## src/design/sdtq_pkg.sv

```systemverilog
// shared types, codes and constants of the sorted deadline timer queue
package sdtq_pkg;

  // default sizing
  localparam int DEPTH_DEF   = 16;
  localparam int ID_BITS_DEF = 8;

  // fixed field widths and limits
  localparam int TIME_W    = 32;
  localparam int TASK_ID_W = 8;
  localparam int MAX_BURST = 16;
  localparam int CFG_IDX_W = 1;

  // request commands
  localparam logic [1:0] CMD_ADD    = 2'd0;
  localparam logic [1:0] CMD_TICK   = 2'd1;
  localparam logic [1:0] CMD_REMOVE = 2'd2;
  localparam logic [1:0] CMD_DONE   = 2'd3;

  // result status codes
  localparam logic [1:0] ST_OK        = 2'd0;
  localparam logic [1:0] ST_NOT_EN    = 2'd1;
  localparam logic [1:0] ST_FULL      = 2'd2;
  localparam logic [1:0] ST_NOT_FOUND = 2'd3;

  // configuration register indexes
  localparam logic [CFG_IDX_W-1:0] CFG_ENABLE   = 1'd0;
  localparam logic [CFG_IDX_W-1:0] CFG_MIN_LEAD = 1'd1;

  // scan index operations
  localparam logic [2:0] IDX_HOLD      = 3'd0;
  localparam logic [2:0] IDX_LOAD_TOP  = 3'd1;
  localparam logic [2:0] IDX_LOAD_ZERO = 3'd2;
  localparam logic [2:0] IDX_INC       = 3'd3;
  localparam logic [2:0] IDX_DEC       = 3'd4;

  // table write position relative to the scan index
  localparam logic [1:0] WPOS_IDX = 2'd0;
  localparam logic [1:0] WPOS_P1  = 2'd1;
  localparam logic [1:0] WPOS_M1  = 2'd2;

  // table write data source
  localparam logic WSEL_NEW = 1'b0;
  localparam logic WSEL_OLD = 1'b1;

  // result id source
  localparam logic [1:0] IDSEL_CMD  = 2'd0;
  localparam logic [1:0] IDSEL_PEND = 2'd1;
  localparam logic [1:0] IDSEL_ZERO = 2'd2;

  typedef struct packed {
    logic [1:0]           cmd;
    logic [TASK_ID_W-1:0] task_id;
    logic [TIME_W-1:0]    delay;
    logic [TIME_W-1:0]    interval;
  } req_t;

  typedef struct packed {
    logic                 dispatch;
    logic [TASK_ID_W-1:0] out_task_id;
    logic [1:0]           status;
    logic                 last;
  } rsp_t;

  // controller to datapath commands
  typedef struct packed {
    logic       latch;
    logic       tick;
    logic [2:0] idx_op;
    logic       wr_en;
    logic       wr_sel;
    logic [1:0] wr_pos;
    logic       head_pop;
    logic       cnt_inc;
    logic       cnt_dec;
    logic       found_set;
    logic       found_clr;
    logic       pend_load;
    logic       burst_clr;
    logic       emit;
    logic       dispatch;
    logic [1:0] status;
    logic       last;
    logic [1:0] id_sel;
  } ctl_t;

  // datapath to controller status
  typedef struct packed {
    logic enable;
    logic arg_zero;
    logic full;
    logic empty;
    logic idx_zero;
    logic idx_last;
    logic due_less;
    logic id_match;
    logic head_due;
    logic burst_done;
    logic found;
  } sts_t;

endpackage

```

## src/design/sorted_deadline_timer_queue.sv

```systemverilog
// top level of the sorted deadline timer queue
//
//  channel   handshake                         payload
//  request   start & !busy                     req (cmd, task_id, delay, interval)
//  result    strobe, one cycle, no back-off    rsp (dispatch, out_task_id, status, last)
//  config    cfg_valid & cfg_ready             cfg_index, cfg_data
//
// immediate add/done/remove/tick answers are registered and come in the cycle after the request, without raising busy
// insert walks the ring from the tail, shifting each entry due after the new one up a slot
// remove walks from the head over every entry; tick pops due entries from the head, at most MAX_BURST per tick
// each scan step reads the table through the single read port of the table ram
// rst is synchronous; it clears time, fill count and config, the table contents stay undefined
// results are never stalled; cfg_ready is always high
module sorted_deadline_timer_queue #(
  parameter int DEPTH   = sdtq_pkg::DEPTH_DEF,
  parameter int ID_BITS = sdtq_pkg::ID_BITS_DEF
) (
  input  logic                           clk,
  input  logic                           rst,
  input  logic                           start,
  output logic                           busy,
  input  sdtq_pkg::req_t                 req,
  input  logic                           cfg_valid,
  output logic                           cfg_ready,
  input  logic [sdtq_pkg::CFG_IDX_W-1:0] cfg_index,
  input  logic [sdtq_pkg::TIME_W-1:0]    cfg_data,
  output logic                           strobe,
  output sdtq_pkg::rsp_t                 rsp
);

  sdtq_pkg::ctl_t ctl;
  sdtq_pkg::sts_t sts;

  assign cfg_ready = 1'b1;

  sdtq_ctrl u_ctrl (
    .clk   (clk),
    .rst   (rst),
    .start (start),
    .cmd   (req.cmd),
    .sts   (sts),
    .ctl   (ctl),
    .busy  (busy)
  );

  sdtq_dpath #(
    .DEPTH   (DEPTH),
    .ID_BITS (ID_BITS)
  ) u_dpath (
    .clk       (clk),
    .rst       (rst),
    .cfg_we    (cfg_valid & cfg_ready),
    .cfg_index (cfg_index),
    .cfg_data  (cfg_data),
    .req       (req),
    .ctl       (ctl),
    .sts       (sts),
    .strobe    (strobe),
    .rsp       (rsp)
  );

endmodule

```

## src/design/sdtq_ram.sv

```systemverilog
// generic single write port ram with registered read
module sdtq_ram #(
  parameter int WIDTH = 40,
  parameter int DEPTH = 16
) (
  input  logic                     clk,
  input  logic                     we,
  input  logic [$clog2(DEPTH)-1:0] waddr,
  input  logic [WIDTH-1:0]         wdata,
  input  logic [$clog2(DEPTH)-1:0] raddr,
  output logic [WIDTH-1:0]         rdata
);

  logic [WIDTH-1:0] mem [DEPTH];

  // write port
  always_ff @(posedge clk) begin
    if (we) begin
      mem[waddr] <= wdata;
    end
  end

  // registered read port
  always_ff @(posedge clk) begin
    rdata <= mem[raddr];
  end

endmodule

```

## src/design/sdtq_ctrl.sv

```systemverilog
// controller state machine of the sorted deadline timer queue
module sdtq_ctrl (
  input  logic             clk,
  input  logic             rst,
  input  logic             start,
  input  logic [1:0]       cmd,
  input  sdtq_pkg::sts_t   sts,
  output sdtq_pkg::ctl_t   ctl,
  output logic             busy
);

  localparam logic [2:0] S_IDLE = 3'd0;
  localparam logic [2:0] S_INS  = 3'd1;
  localparam logic [2:0] S_PUT  = 3'd2;
  localparam logic [2:0] S_REM  = 3'd3;
  localparam logic [2:0] S_TICK = 3'd4;

  logic [2:0] state;
  logic [2:0] state_next;
  logic       pend;
  logic       pend_next;

  assign busy = (state != S_IDLE);

  // next state and command decode
  always_comb begin
    ctl        = '0;
    ctl.idx_op = sdtq_pkg::IDX_HOLD;
    ctl.wr_pos = sdtq_pkg::WPOS_IDX;
    ctl.wr_sel = sdtq_pkg::WSEL_NEW;
    ctl.id_sel = sdtq_pkg::IDSEL_CMD;
    ctl.status = sdtq_pkg::ST_OK;
    state_next = state;
    pend_next  = pend;
    case (state)
      S_IDLE: begin
        if (start) begin
          ctl.latch = 1'b1;
          case (cmd)
            sdtq_pkg::CMD_TICK: begin
              ctl.tick = 1'b1;
              if (!sts.enable) begin
                ctl.emit   = 1'b1;
                ctl.last   = 1'b1;
                ctl.id_sel = sdtq_pkg::IDSEL_ZERO;
              end else begin
                ctl.burst_clr = 1'b1;
                ctl.idx_op    = sdtq_pkg::IDX_LOAD_ZERO;
                pend_next     = 1'b0;
                state_next    = S_TICK;
              end
            end
            sdtq_pkg::CMD_REMOVE: begin
              if (sts.empty) begin
                ctl.emit   = 1'b1;
                ctl.last   = 1'b1;
                ctl.status = sdtq_pkg::ST_NOT_FOUND;
              end else begin
                ctl.idx_op    = sdtq_pkg::IDX_LOAD_ZERO;
                ctl.found_clr = 1'b1;
                state_next    = S_REM;
              end
            end
            default: begin
              // add and done share the insert path
              if (!sts.enable) begin
                ctl.emit   = 1'b1;
                ctl.last   = 1'b1;
                ctl.status = sdtq_pkg::ST_NOT_EN;
              end else if (sts.arg_zero) begin
                ctl.emit     = 1'b1;
                ctl.last     = 1'b1;
                ctl.dispatch = (cmd == sdtq_pkg::CMD_ADD);
              end else if (sts.full) begin
                ctl.emit   = 1'b1;
                ctl.last   = 1'b1;
                ctl.status = sdtq_pkg::ST_FULL;
              end else if (sts.empty) begin
                ctl.idx_op = sdtq_pkg::IDX_LOAD_ZERO;
                state_next = S_PUT;
              end else begin
                ctl.idx_op = sdtq_pkg::IDX_LOAD_TOP;
                state_next = S_INS;
              end
            end
          endcase
        end
      end
      S_INS: begin
        // walk down from the tail, shifting later entries up by one
        ctl.wr_en  = 1'b1;
        ctl.wr_pos = sdtq_pkg::WPOS_P1;
        if (sts.due_less) begin
          ctl.wr_sel = sdtq_pkg::WSEL_OLD;
          if (sts.idx_zero) begin
            state_next = S_PUT;
          end else begin
            ctl.idx_op = sdtq_pkg::IDX_DEC;
          end
        end else begin
          ctl.cnt_inc = 1'b1;
          ctl.emit    = 1'b1;
          ctl.last    = 1'b1;
          state_next  = S_IDLE;
        end
      end
      S_PUT: begin
        ctl.wr_en   = 1'b1;
        ctl.cnt_inc = 1'b1;
        ctl.emit    = 1'b1;
        ctl.last    = 1'b1;
        state_next  = S_IDLE;
      end
      S_REM: begin
        // walk up from the head, closing the gap behind the match
        if (sts.found) begin
          ctl.wr_en  = 1'b1;
          ctl.wr_sel = sdtq_pkg::WSEL_OLD;
          ctl.wr_pos = sdtq_pkg::WPOS_M1;
        end else if (sts.id_match) begin
          ctl.found_set = 1'b1;
        end
        if (sts.idx_last) begin
          ctl.emit   = 1'b1;
          ctl.last   = 1'b1;
          state_next = S_IDLE;
          if (sts.found || sts.id_match) begin
            ctl.cnt_dec = 1'b1;
          end else begin
            ctl.status = sdtq_pkg::ST_NOT_FOUND;
          end
        end else begin
          ctl.idx_op = sdtq_pkg::IDX_INC;
        end
      end
      S_TICK: begin
        // hold one dispatch back so the final one can carry last
        if (!sts.empty && !sts.burst_done && sts.head_due) begin
          ctl.head_pop  = 1'b1;
          ctl.pend_load = 1'b1;
          pend_next     = 1'b1;
          if (pend) begin
            ctl.emit     = 1'b1;
            ctl.dispatch = 1'b1;
            ctl.id_sel   = sdtq_pkg::IDSEL_PEND;
          end
        end else begin
          ctl.emit   = 1'b1;
          ctl.last   = 1'b1;
          state_next = S_IDLE;
          if (pend) begin
            ctl.dispatch = 1'b1;
            ctl.id_sel   = sdtq_pkg::IDSEL_PEND;
          end else begin
            ctl.id_sel = sdtq_pkg::IDSEL_ZERO;
          end
        end
      end
      default: begin
        state_next = S_IDLE;
      end
    endcase
  end

  // state registers
  always_ff @(posedge clk) begin
    if (rst) begin
      state <= S_IDLE;
      pend  <= 1'b0;
    end else begin
      state <= state_next;
      pend  <= pend_next;
    end
  end

`ifndef SYNTHESIS
  // the block only leaves idle on an accepted request
  a_busy_after_start: assert property (@(posedge clk) disable iff (rst)
    $rose(busy) |-> $past(start))
    else $error("busy rose without an accepted request");

  // a result that is not the last one only comes from a tick burst with a held dispatch
  a_non_last_in_tick: assert property (@(posedge clk) disable iff (rst)
    (ctl.emit && !ctl.last) |-> (state == S_TICK && pend && ctl.dispatch))
    else $error("non-final result outside a tick burst");
`endif

endmodule

```

## src/design/sdtq_dpath.sv

```systemverilog
// datapath of the sorted deadline timer queue: time, table ring, config and result register
module sdtq_dpath #(
  parameter int DEPTH   = sdtq_pkg::DEPTH_DEF,
  parameter int ID_BITS = sdtq_pkg::ID_BITS_DEF
) (
  input  logic                           clk,
  input  logic                           rst,
  input  logic                           cfg_we,
  input  logic [sdtq_pkg::CFG_IDX_W-1:0] cfg_index,
  input  logic [sdtq_pkg::TIME_W-1:0]    cfg_data,
  input  sdtq_pkg::req_t                 req,
  input  sdtq_pkg::ctl_t                 ctl,
  output sdtq_pkg::sts_t                 sts,
  output logic                           strobe,
  output sdtq_pkg::rsp_t                 rsp
);

  localparam int AW = $clog2(DEPTH);
  localparam int CW = $clog2(DEPTH + 1);
  localparam int TW = sdtq_pkg::TIME_W;
  localparam int OW = sdtq_pkg::TASK_ID_W;
  localparam int EW = TW + ID_BITS;
  localparam int BW = $clog2(sdtq_pkg::MAX_BURST + 1);

  logic               enable;
  logic [TW-1:0]      min_lead;
  logic [TW-1:0]      now_ms;
  logic [AW-1:0]      head;
  logic [AW-1:0]      head_next;
  logic [CW-1:0]      cnt;
  logic [AW-1:0]      idx;
  logic [AW-1:0]      idx_next;
  logic [ID_BITS-1:0] tid;
  logic [ID_BITS-1:0] tid_cur;
  logic [TW-1:0]      new_due;
  logic               found;
  logic [ID_BITS-1:0] pend_id;
  logic [BW-1:0]      burst;
  logic [AW-1:0]      wpos;
  logic [AW-1:0]      raddr;
  logic [AW-1:0]      waddr;
  logic [EW-1:0]      wdata;
  logic [EW-1:0]      rdata;
  logic [TW-1:0]      rd_due;
  logic [ID_BITS-1:0] rd_id;
  logic [TW-1:0]      rem;

  // logical slot to ring address
  function automatic logic [AW-1:0] phys(input logic [AW-1:0] base, input logic [AW-1:0] off);
    logic [AW:0] sum;
    sum = {1'b0, base} + {1'b0, off};
    if (sum >= (AW+1)'(DEPTH)) begin
      sum = sum - (AW+1)'(DEPTH);
    end
    return sum[AW-1:0];
  endfunction

  // next head and scan index, used to read ahead
  always_comb begin
    head_next = head;
    if (ctl.head_pop) begin
      head_next = (head == AW'(DEPTH - 1)) ? '0 : head + 1'b1;
    end
  end

  always_comb begin
    case (ctl.idx_op)
      sdtq_pkg::IDX_LOAD_TOP:  idx_next = AW'(cnt - CW'(1));
      sdtq_pkg::IDX_LOAD_ZERO: idx_next = '0;
      sdtq_pkg::IDX_INC:       idx_next = idx + 1'b1;
      sdtq_pkg::IDX_DEC:       idx_next = idx - 1'b1;
      default:                 idx_next = idx;
    endcase
  end

  // write position and data
  always_comb begin
    case (ctl.wr_pos)
      sdtq_pkg::WPOS_P1: wpos = idx + 1'b1;
      sdtq_pkg::WPOS_M1: wpos = idx - 1'b1;
      default:           wpos = idx;
    endcase
  end

  assign raddr = phys(head_next, idx_next);
  assign waddr = phys(head, wpos);
  assign wdata = (ctl.wr_sel == sdtq_pkg::WSEL_OLD) ? rdata : {new_due, tid};

  sdtq_ram #(
    .WIDTH (EW),
    .DEPTH (DEPTH)
  ) u_table (
    .clk   (clk),
    .we    (ctl.wr_en),
    .waddr (waddr),
    .wdata (wdata),
    .raddr (raddr),
    .rdata (rdata)
  );

  assign rd_due  = rdata[ID_BITS +: TW];
  assign rd_id   = rdata[ID_BITS-1:0];
  assign rem     = rd_due - now_ms;
  assign tid_cur = ctl.latch ? ID_BITS'(req.task_id) : tid;

  // status toward the controller
  always_comb begin
    sts.enable     = enable;
    sts.arg_zero   = (req.cmd == sdtq_pkg::CMD_DONE) ? (req.interval == '0) : (req.delay == '0);
    sts.full       = (cnt == CW'(DEPTH));
    sts.empty      = (cnt == '0);
    sts.idx_zero   = (idx == '0);
    sts.idx_last   = ((CW'(idx) + CW'(1)) == cnt);
    sts.due_less   = (new_due < rd_due);
    sts.id_match   = (rd_id == tid);
    sts.head_due   = rem[TW-1] || (rem <= min_lead);
    sts.burst_done = (burst == BW'(sdtq_pkg::MAX_BURST));
    sts.found      = found;
  end

  // configuration registers
  always_ff @(posedge clk) begin
    if (rst) begin
      enable   <= 1'b0;
      min_lead <= '0;
    end else if (cfg_we) begin
      case (cfg_index)
        sdtq_pkg::CFG_ENABLE:   enable   <= cfg_data[0];
        sdtq_pkg::CFG_MIN_LEAD: min_lead <= cfg_data;
        default:                ;
      endcase
    end
  end

  // time, ring head, fill count, found flag and burst count
  always_ff @(posedge clk) begin
    if (rst) begin
      now_ms <= '0;
      head   <= '0;
      cnt    <= '0;
      found  <= 1'b0;
      burst  <= '0;
    end else begin
      if (ctl.tick) begin
        now_ms <= now_ms + 1'b1;
      end
      head <= head_next;
      if (ctl.cnt_inc) begin
        cnt <= cnt + 1'b1;
      end else if (ctl.cnt_dec || ctl.head_pop) begin
        cnt <= cnt - 1'b1;
      end
      if (ctl.found_clr) begin
        found <= 1'b0;
      end else if (ctl.found_set) begin
        found <= 1'b1;
      end
      if (ctl.burst_clr) begin
        burst <= '0;
      end else if (ctl.head_pop) begin
        burst <= burst + 1'b1;
      end
    end
  end

  // request capture, scan index and held dispatch
  always_ff @(posedge clk) begin
    idx <= idx_next;
    if (ctl.latch) begin
      tid     <= ID_BITS'(req.task_id);
      new_due <= now_ms + ((req.cmd == sdtq_pkg::CMD_DONE) ? req.interval : req.delay);
    end
    if (ctl.pend_load) begin
      pend_id <= rd_id;
    end
  end

  // result register
  always_ff @(posedge clk) begin
    if (rst) begin
      strobe <= 1'b0;
    end else begin
      strobe <= ctl.emit;
    end
  end

  always_ff @(posedge clk) begin
    if (ctl.emit) begin
      rsp.dispatch <= ctl.dispatch;
      rsp.status   <= ctl.status;
      rsp.last     <= ctl.last;
      case (ctl.id_sel)
        sdtq_pkg::IDSEL_CMD:  rsp.out_task_id <= OW'(tid_cur);
        sdtq_pkg::IDSEL_PEND: rsp.out_task_id <= OW'(pend_id);
        default:              rsp.out_task_id <= '0;
      endcase
    end
  end

`ifndef SYNTHESIS
  // a new entry is never written into a full table
  a_no_write_when_full: assert property (@(posedge clk) disable iff (rst)
    (ctl.wr_en && ctl.wr_sel == sdtq_pkg::WSEL_NEW) |-> (cnt < CW'(DEPTH)))
    else $error("new entry written into a full table");

  // the head only leaves a non-empty table, and the burst stays bounded
  a_pop_nonempty: assert property (@(posedge clk) disable iff (rst)
    ctl.head_pop |-> (cnt != '0 && burst < BW'(sdtq_pkg::MAX_BURST)))
    else $error("head popped from an empty table or past the burst limit");
`endif

endmodule

```

## config.mk

```make
export PLATFORM = sky130hd
export DESIGN_NAME = sorted_deadline_timer_queue
export DESIGN_NICKNAME = d
export VERILOG_FILES = /design/src/design/sdtq_pkg.sv /design/src/design/sorted_deadline_timer_queue.sv /design/src/design/sdtq_ram.sv /design/src/design/sdtq_ctrl.sv /design/src/design/sdtq_dpath.sv
export SDC_FILE = /design/constraint.sdc
export NUM_CORES = 1
export LEC_CHECK = 0
export BUFFER_PORTS_ARGS = -buffer_cell sky130_fd_sc_hd__buf_2
export CORE_UTILIZATION = 60
export DETAILED_ROUTE_END_ITERATION = 8
export GPL_TIMING_DRIVEN = 0
export PLACE_DENSITY = 0.77
export SLEW_MARGIN = 25
export SYNTH_ARGS = -nofsm -noshare
export SYNTH_HDL_FRONTEND = slang
export SYNTH_HIERARCHICAL = 1
export SYNTH_SLANG_ARGS = --single-unit
export TNS_END_PERCENT = 30
```

## constraint.sdc

```tcl
create_clock -name clk -period 10.45 [get_ports clk]
set_input_delay 2.09 -clock clk [delete_from_list [all_inputs] [get_ports clk]]
set_output_delay 2.09 -clock clk [all_outputs]
set_load 0.01 [all_outputs]
```

Yosys cells after proc, flatten, opt, wreduce, memory -nomap -nowiden

Memories as Yosys holds them, arrays and structs flattened. A register that Yosys moved wholly into a read port is not among the register bits.
Index checks and enable logic that the tools add are counted.

Memories kept: 1
Word-level logic and storage cells: 194
Register bits: 149
Output and inout bits: 15
RAM bits: 640

Memories:

| name                | depth | bits a word | read ports | clocked after Yosys merged registers in | wr ports | RTL line       | text |
|---|---|---|---|---|---|---|---|
| u_dpath.u_table.mem | 16    | 40          | 1          | 1                                       | 1        | sdtq_ram.sv:14 | `logic [WIDTH-1:0] mem [DEPTH];` |

Bitwise logic cells: 1
$add $sub $neg: 14
$lt $le $gt $ge: 4
Muxes and demuxes: 100
Eq/ne operators: 31
Reduce and logical (&&, ||, !) cells: 25

Operator list:

| operator                                         | number |
|---|---|
| logical NOT 32 bit                               | 2 |
| two-way mux 3 bit                                | 19 |
| two-way mux 40 bit                               | 1 |
| two-way mux 1 bit                                | 36 |
| adder 32 x 1 -> 32 bit, second input constant    | 1 |
| adder 32 bit                                     | 1 |
| <= comparator 32 bit                             | 1 |
| < comparator 32 bit                              | 1 |
| two-way mux 32 bit                               | 1 |
| subtractor 32 bit                                | 1 |
| two-way mux 2 bit                                | 14 |
| two-way mux 4 bit                                | 5 |
| one-hot mux 3 bit (2 select lines)               | 3 |
| two-way mux 8 bit                                | 2 |
| one-hot mux 4 bit (4 select lines)               | 1 |
| one-hot mux 8 bit (2 select lines)               | 1 |
| two-way mux 5 bit                                | 3 |
| == test 3 x 2 -> 1 bit, second input constant    | 4 |
| one-hot mux 1 bit (2 select lines)               | 6 |
| one-hot mux 2 bit (2 select lines)               | 3 |
| one-hot mux 3 bit (4 select lines)               | 1 |
| subtractor 4 x 1 -> 4 bit, second input constant | 3 |
| adder 4 x 4 -> 5 bit                             | 2 |
| adder 5 x 1 -> 5 bit, second input constant      | 2 |
| other kinds (34)                                 | 61 |

Logic depth before layout (Yosys ltp)

Word-level depth: 13
Depth in mapped cells: 36

Modules after synthesis

The synthesis kept the hierarchy.

Modules (own cells, without submodules):

| module                      | area an instance (um^2) | cells an instance | instances |
|---|---|---|---|
| sdtq_ram                    | 25131.6                 | 1040              | 1 |
| sdtq_dpath                  | 11862.6                 | 1382              | 1 |
| sdtq_ctrl                   | 686.9                   | 93                | 1 |
| sorted_deadline_timer_queue | 11.3                    | 2                 | 1 |

Least setup slack after synthesis

No wires, ideal clock.

Path kind: flip-flop to flip-flop
Start point: register u_dpath.now_ms[1]
End point: register u_dpath.u_table.rdata[16] (read register of u_dpath.u_table.mem)
Arrival time: 7.085 ns
Stages on the path, launching flop included: 34
Required time: 10.330 ns
Clock period less this slack: 7.205 ns
Path slack: 3.245 ns
Library setup time: 0.120 ns
Path through: dfxtp_1 inv_1 ha_1 nor2b_1 o31a_1 o311a_1 nor3b_2 o22ai_2 o311ai_1 a21oi_1 o31ai_1 xor2_1 ha_1 a21oi_1 nor2b_1 o21ai_0 a21oi_1 a2111oi_0 o21ai_0 nand3b_1 nor3b_1 nand3_1 inv_1 buf_4 clkbuf_1 mux2_2 ha_1 fa_1 buf_2 buf_2 buf_1 mux4_2 a22oi_1 nand2_1

RTL lines:

| element                | RTL line          | text |
|---|---|---|
| start, declared        | sdtq_dpath.sv:27  | `logic [TW-1:0] now_ms;` |
| start signal, assigned | sdtq_dpath.sv:145 | `now_ms <= now_ms + 1'b1;` |
| end, declared          | sdtq_ram.sv:11    | `output logic [WIDTH-1:0] rdata` |

==> impl_results.md <==
- Status: finished clean
- Vias: 23400
- Initial Utilization: 60.9%
- Die X-Extent: 253 um
- Yosys reg bits: 829
- Slew Limit Fails: 0
- Most common cell in the netlist: edfxtp_1
- CP endpoint kind: register
- Finished Layout Cells: 3683
- RSZ-0062 raised after global routing: no
- Io pins: 126
- Worst slew pin tran: 1020 ps
- Post-Synthesis Cells: 2517
- Final Hold Vio Count: 0
- Number of placement rows: 91
- VDD IR max: 148 uV
- R2R Setup Slk: 650 ps
- Ant diodes: 0
- Share of cells above drive strength 1: 19.7%
- Core Area: 0.0619 mm2
- CTS tree: done
- Final period utilization: 93.7%
- Number of nets in the layout: 3039
- Synth top cells by count: edfxtp_1 (692), nand2_1 (179), ha_1 (147)
- Cts bufs inserted: between 80 and 90
- Power Internal: 6.93 mW
- Final setup violating endpoints: 0
- Synthesized net count: around 2800
- Insertion delay to the later sink of the worst-skew pair: between 600 and 700 ps
- Clock sinks: 829
- Post-DR wirelength/cell: 25.5 um
- Area Growth Syn to Fin: 14.1%
- Final worst path period need: ~9800 ps
- Clk network pwr share: 29.1%
- Total Power: just over 10 mW
- Crit path max fanout: 11
- Placed cell count: ~3500
- Sequential area share after synthesis: a little over three fifths
- Comb pwr share: between 30% and 40%
- Htree depth: 3
- Net Sw Frac: 31.7%
- CTS Root Cell: clkbuf_16
- Drt drc: 0
- Crit-path slowest cell: clkbuf_1
- Critical Path AT: a little over 10000 ps
- Critical path startpoint category: register
- Routed Wire Length: 94100 um
- CP required: 11000 ps
- Syn_area_per_cell: 15.0 um2
- Fillers: about 4000
- ANT nets after route: 0
- Multi-input gate area: roughly 0.013 mm2
- Die area: between 0.06 and 0.07 mm2
- Die height: 253 um
- Max Cap Viol: 0
- Number of global-route vias before repair: between 20000 and 25000
- Relative slew slack: 31.4%
- Largest net degree at the start of global routing: 34
- IO Port Bufs: 124
- Post-CTS Resized: 0
- CP max stage delay: 710 ps
- Lkg Pwr: 15.3 nW
- DP Worst Slack: 823 ps
- Synth area leaders: edfxtp_1 (55%), dfxtp_1 (7.3%), mux4_2 (6.0%)
- Routability cong.: 0.896
- HP Class: register to register
- DR pass1 iterations: 5
- Via density: 6.34
- Final HPWL DP: 64700 um
- Setup TNS: 0 ps
- Initial DRC count: 2405
- Max Freq: 102 MHz
- Grt total ovfl: 0
- Clk buf depth: 3
- Critical path type: register to register
- Post-CTS Hold Buffers: 0
- Worst-path clk slew: roughly 60 ps
- Setup Fix Bufs, Post-CTS: 0
- Initial antenna violation count: 0
- GRT Overall Usage: between 20 and 30%
- Power density over the cells: ~240 mW/mm2
- Switching pwr: 3.21 mW
- Top cell by count, worst path: a21oi_1
- Reg area: 0.0235 mm2
- Syn. warnings: 6
- Async SR Flop Fraction: 0%
- Clock Skews: 33.4 ps
- PnR worst setup slack: 653 ps
- Synth Cell Area: 0.0377 mm2
- Unique masters post-synth: 93
- Area share of the largest cell type after synthesis: between 50% and 60%
- EDFF count, synth: just under 700
- Seq pwr share: 38.9%
- Post-synth top area cell: edfxtp_1
- Global-route wire length before repair: 140000 um
- Primary FF master, synth: edfxtp_1
==> through the flow <==
step	cell area [um2]	hold WS (ps)	utilization [%]
6_report	43000	463	69.4
2_1_floorplan	37700	436	-
5_1_grt	43000	479	69.4
3_3_place_gp	39400	445	63.5
3_5_place_dp	40300	448	65.0
4_1_cts	43000	461	69.4
==> final cells by class <==
type / count / area share [%]
clock buffer: 115 / 5.49
buffer: 106 / 1.48
clock inverter: 42 / 0.824
sequential: 829 / 54.7
timing repair buffer: 172 / 3.32
tap: 837 / 2.44
multi-input combinational: 1457 / 30.6
inverter: 125 / 1.09
==> power by group through the flow <==
stage | logic [mW] | registers, mW | clock network (mW)
final | 3.25 | 3.94 | 2.95
after detailed placement | 3.19 | 4.00 | 0
after global routing | 3.52 | 3.95 | 3.11
after global placement | 3.05 | 4.00 | 0
after CTS | 3.24 | 3.93 | 2.99
after floorplan | 2.36 | 3.92 | 0
==> cells in the final DEF, fill, tap and decap left out, types with 12 or more instances in the layout <==
| cell | instances |
|---|---|
| o21ai_0 | 60 |
| mux4_2 | 100 |
| buf_16 | 19 |
| buf_12 | 16 |
| a21o_1 | 49 |
| inv_1 | 123 |
| nor2_1 | 112 |
| nor2b_1 | 30 |
| mux2_2 | 82 |
| nor4_1 | 25 |
| nand2b_1 | 16 |
| nor3_1 | 33 |
| ha_1 | 147 |
| xor2_1 | 29 |
| clkinv_2 | 16 |
| a22oi_1 | 82 |
| dfxtp_1 | 137 |
| clkinv_1 | 12 |
| xnor2_1 | 85 |
| nand3_1 | 29 |
| nand4_1 | 29 |
| a21oi_1 | 120 |
| a211oi_1 | 12 |
| nor2_4 | 12 |
| nand2_1 | 179 |
| clkbuf_16 | 87 |
| buf_2 | 138 |
| mux4_1 | 60 |
| clkbuf_1 | 87 |
| edfxtp_1 | 692 |
| buf_4 | 28 |
==> critical path: cells and delay by family, from the launching register on <==
kind / cells / cell delay (ps)
AOI/OAI and AO/OA: 14 / 3200
xor gates and xnor gates: 3 / 880
and+or+nand+nor: 8 / 1640
buffers and inverters: 5 / 1990
adders and majority gates: 3 / 910
DFF: 1 / 650
muxes: 1 / 440
==> registers in the layout, summed over array words and instances (netlist names), 8 cells and up <==
register,flops
u_dpath/tid,8
u_dpath/rsp,12
u_dpath/u_table/mem,640
u_dpath/now_ms,32
u_dpath/pend_id,8
u_dpath/min_lead,32
u_dpath/u_table/rdata,40
u_dpath/new_due,32
==> metal layers <==
layer,GRT usage [%],vias up,share of wire [%]
met1,37.5,11600,37
met4,11.4,0,3.6
met2,51.4,1232,50
li1,-,10300,-
met5,0,-,0
met3,5.78,216,8.9
==> cells by family (layout without fill, tap and decap cells) <==
kind of cell / Yosys count / after routing / share of synthesized area, %
adder cells (fa/ha/maj): 151 / 151 / 5.09
AO/OA/AOI/OAI: 411 / 411 / 7.22
multiplexers: 249 / 249 / 12.8
AND/OR/NAND/NOR: 531 / 531 / 6.90
XOR/XNOR: 114 / 114 / 2.65
flip-flops: 829 / 829 / 62.4
other: 1 / 1 / 0.00995
buffers and inverters: 231 / 560 / 2.93
==> worst paths after layout <==
check / from / endpoint / cells after the start
setup / recovery: u_dpath/now_ms[1]$_SDFFE_PP0P_ / u_dpath/u_table/rdata[19]$_DFF_P_ / 34
hold / removal: u_dpath/min_lead[28]$_SDFFE_PP0P_ / u_dpath/min_lead[28]$_SDFFE_PP0P_ / 2
setup reg to reg: u_dpath/now_ms[1]$_SDFFE_PP0P_ / u_dpath/u_table/rdata[19]$_DFF_P_ / 34
hold reg to reg: u_dpath/min_lead[28]$_SDFFE_PP0P_ / u_dpath/min_lead[28]$_SDFFE_PP0P_ / 2
No activity file was read; power rests on OpenSTA's default activity.
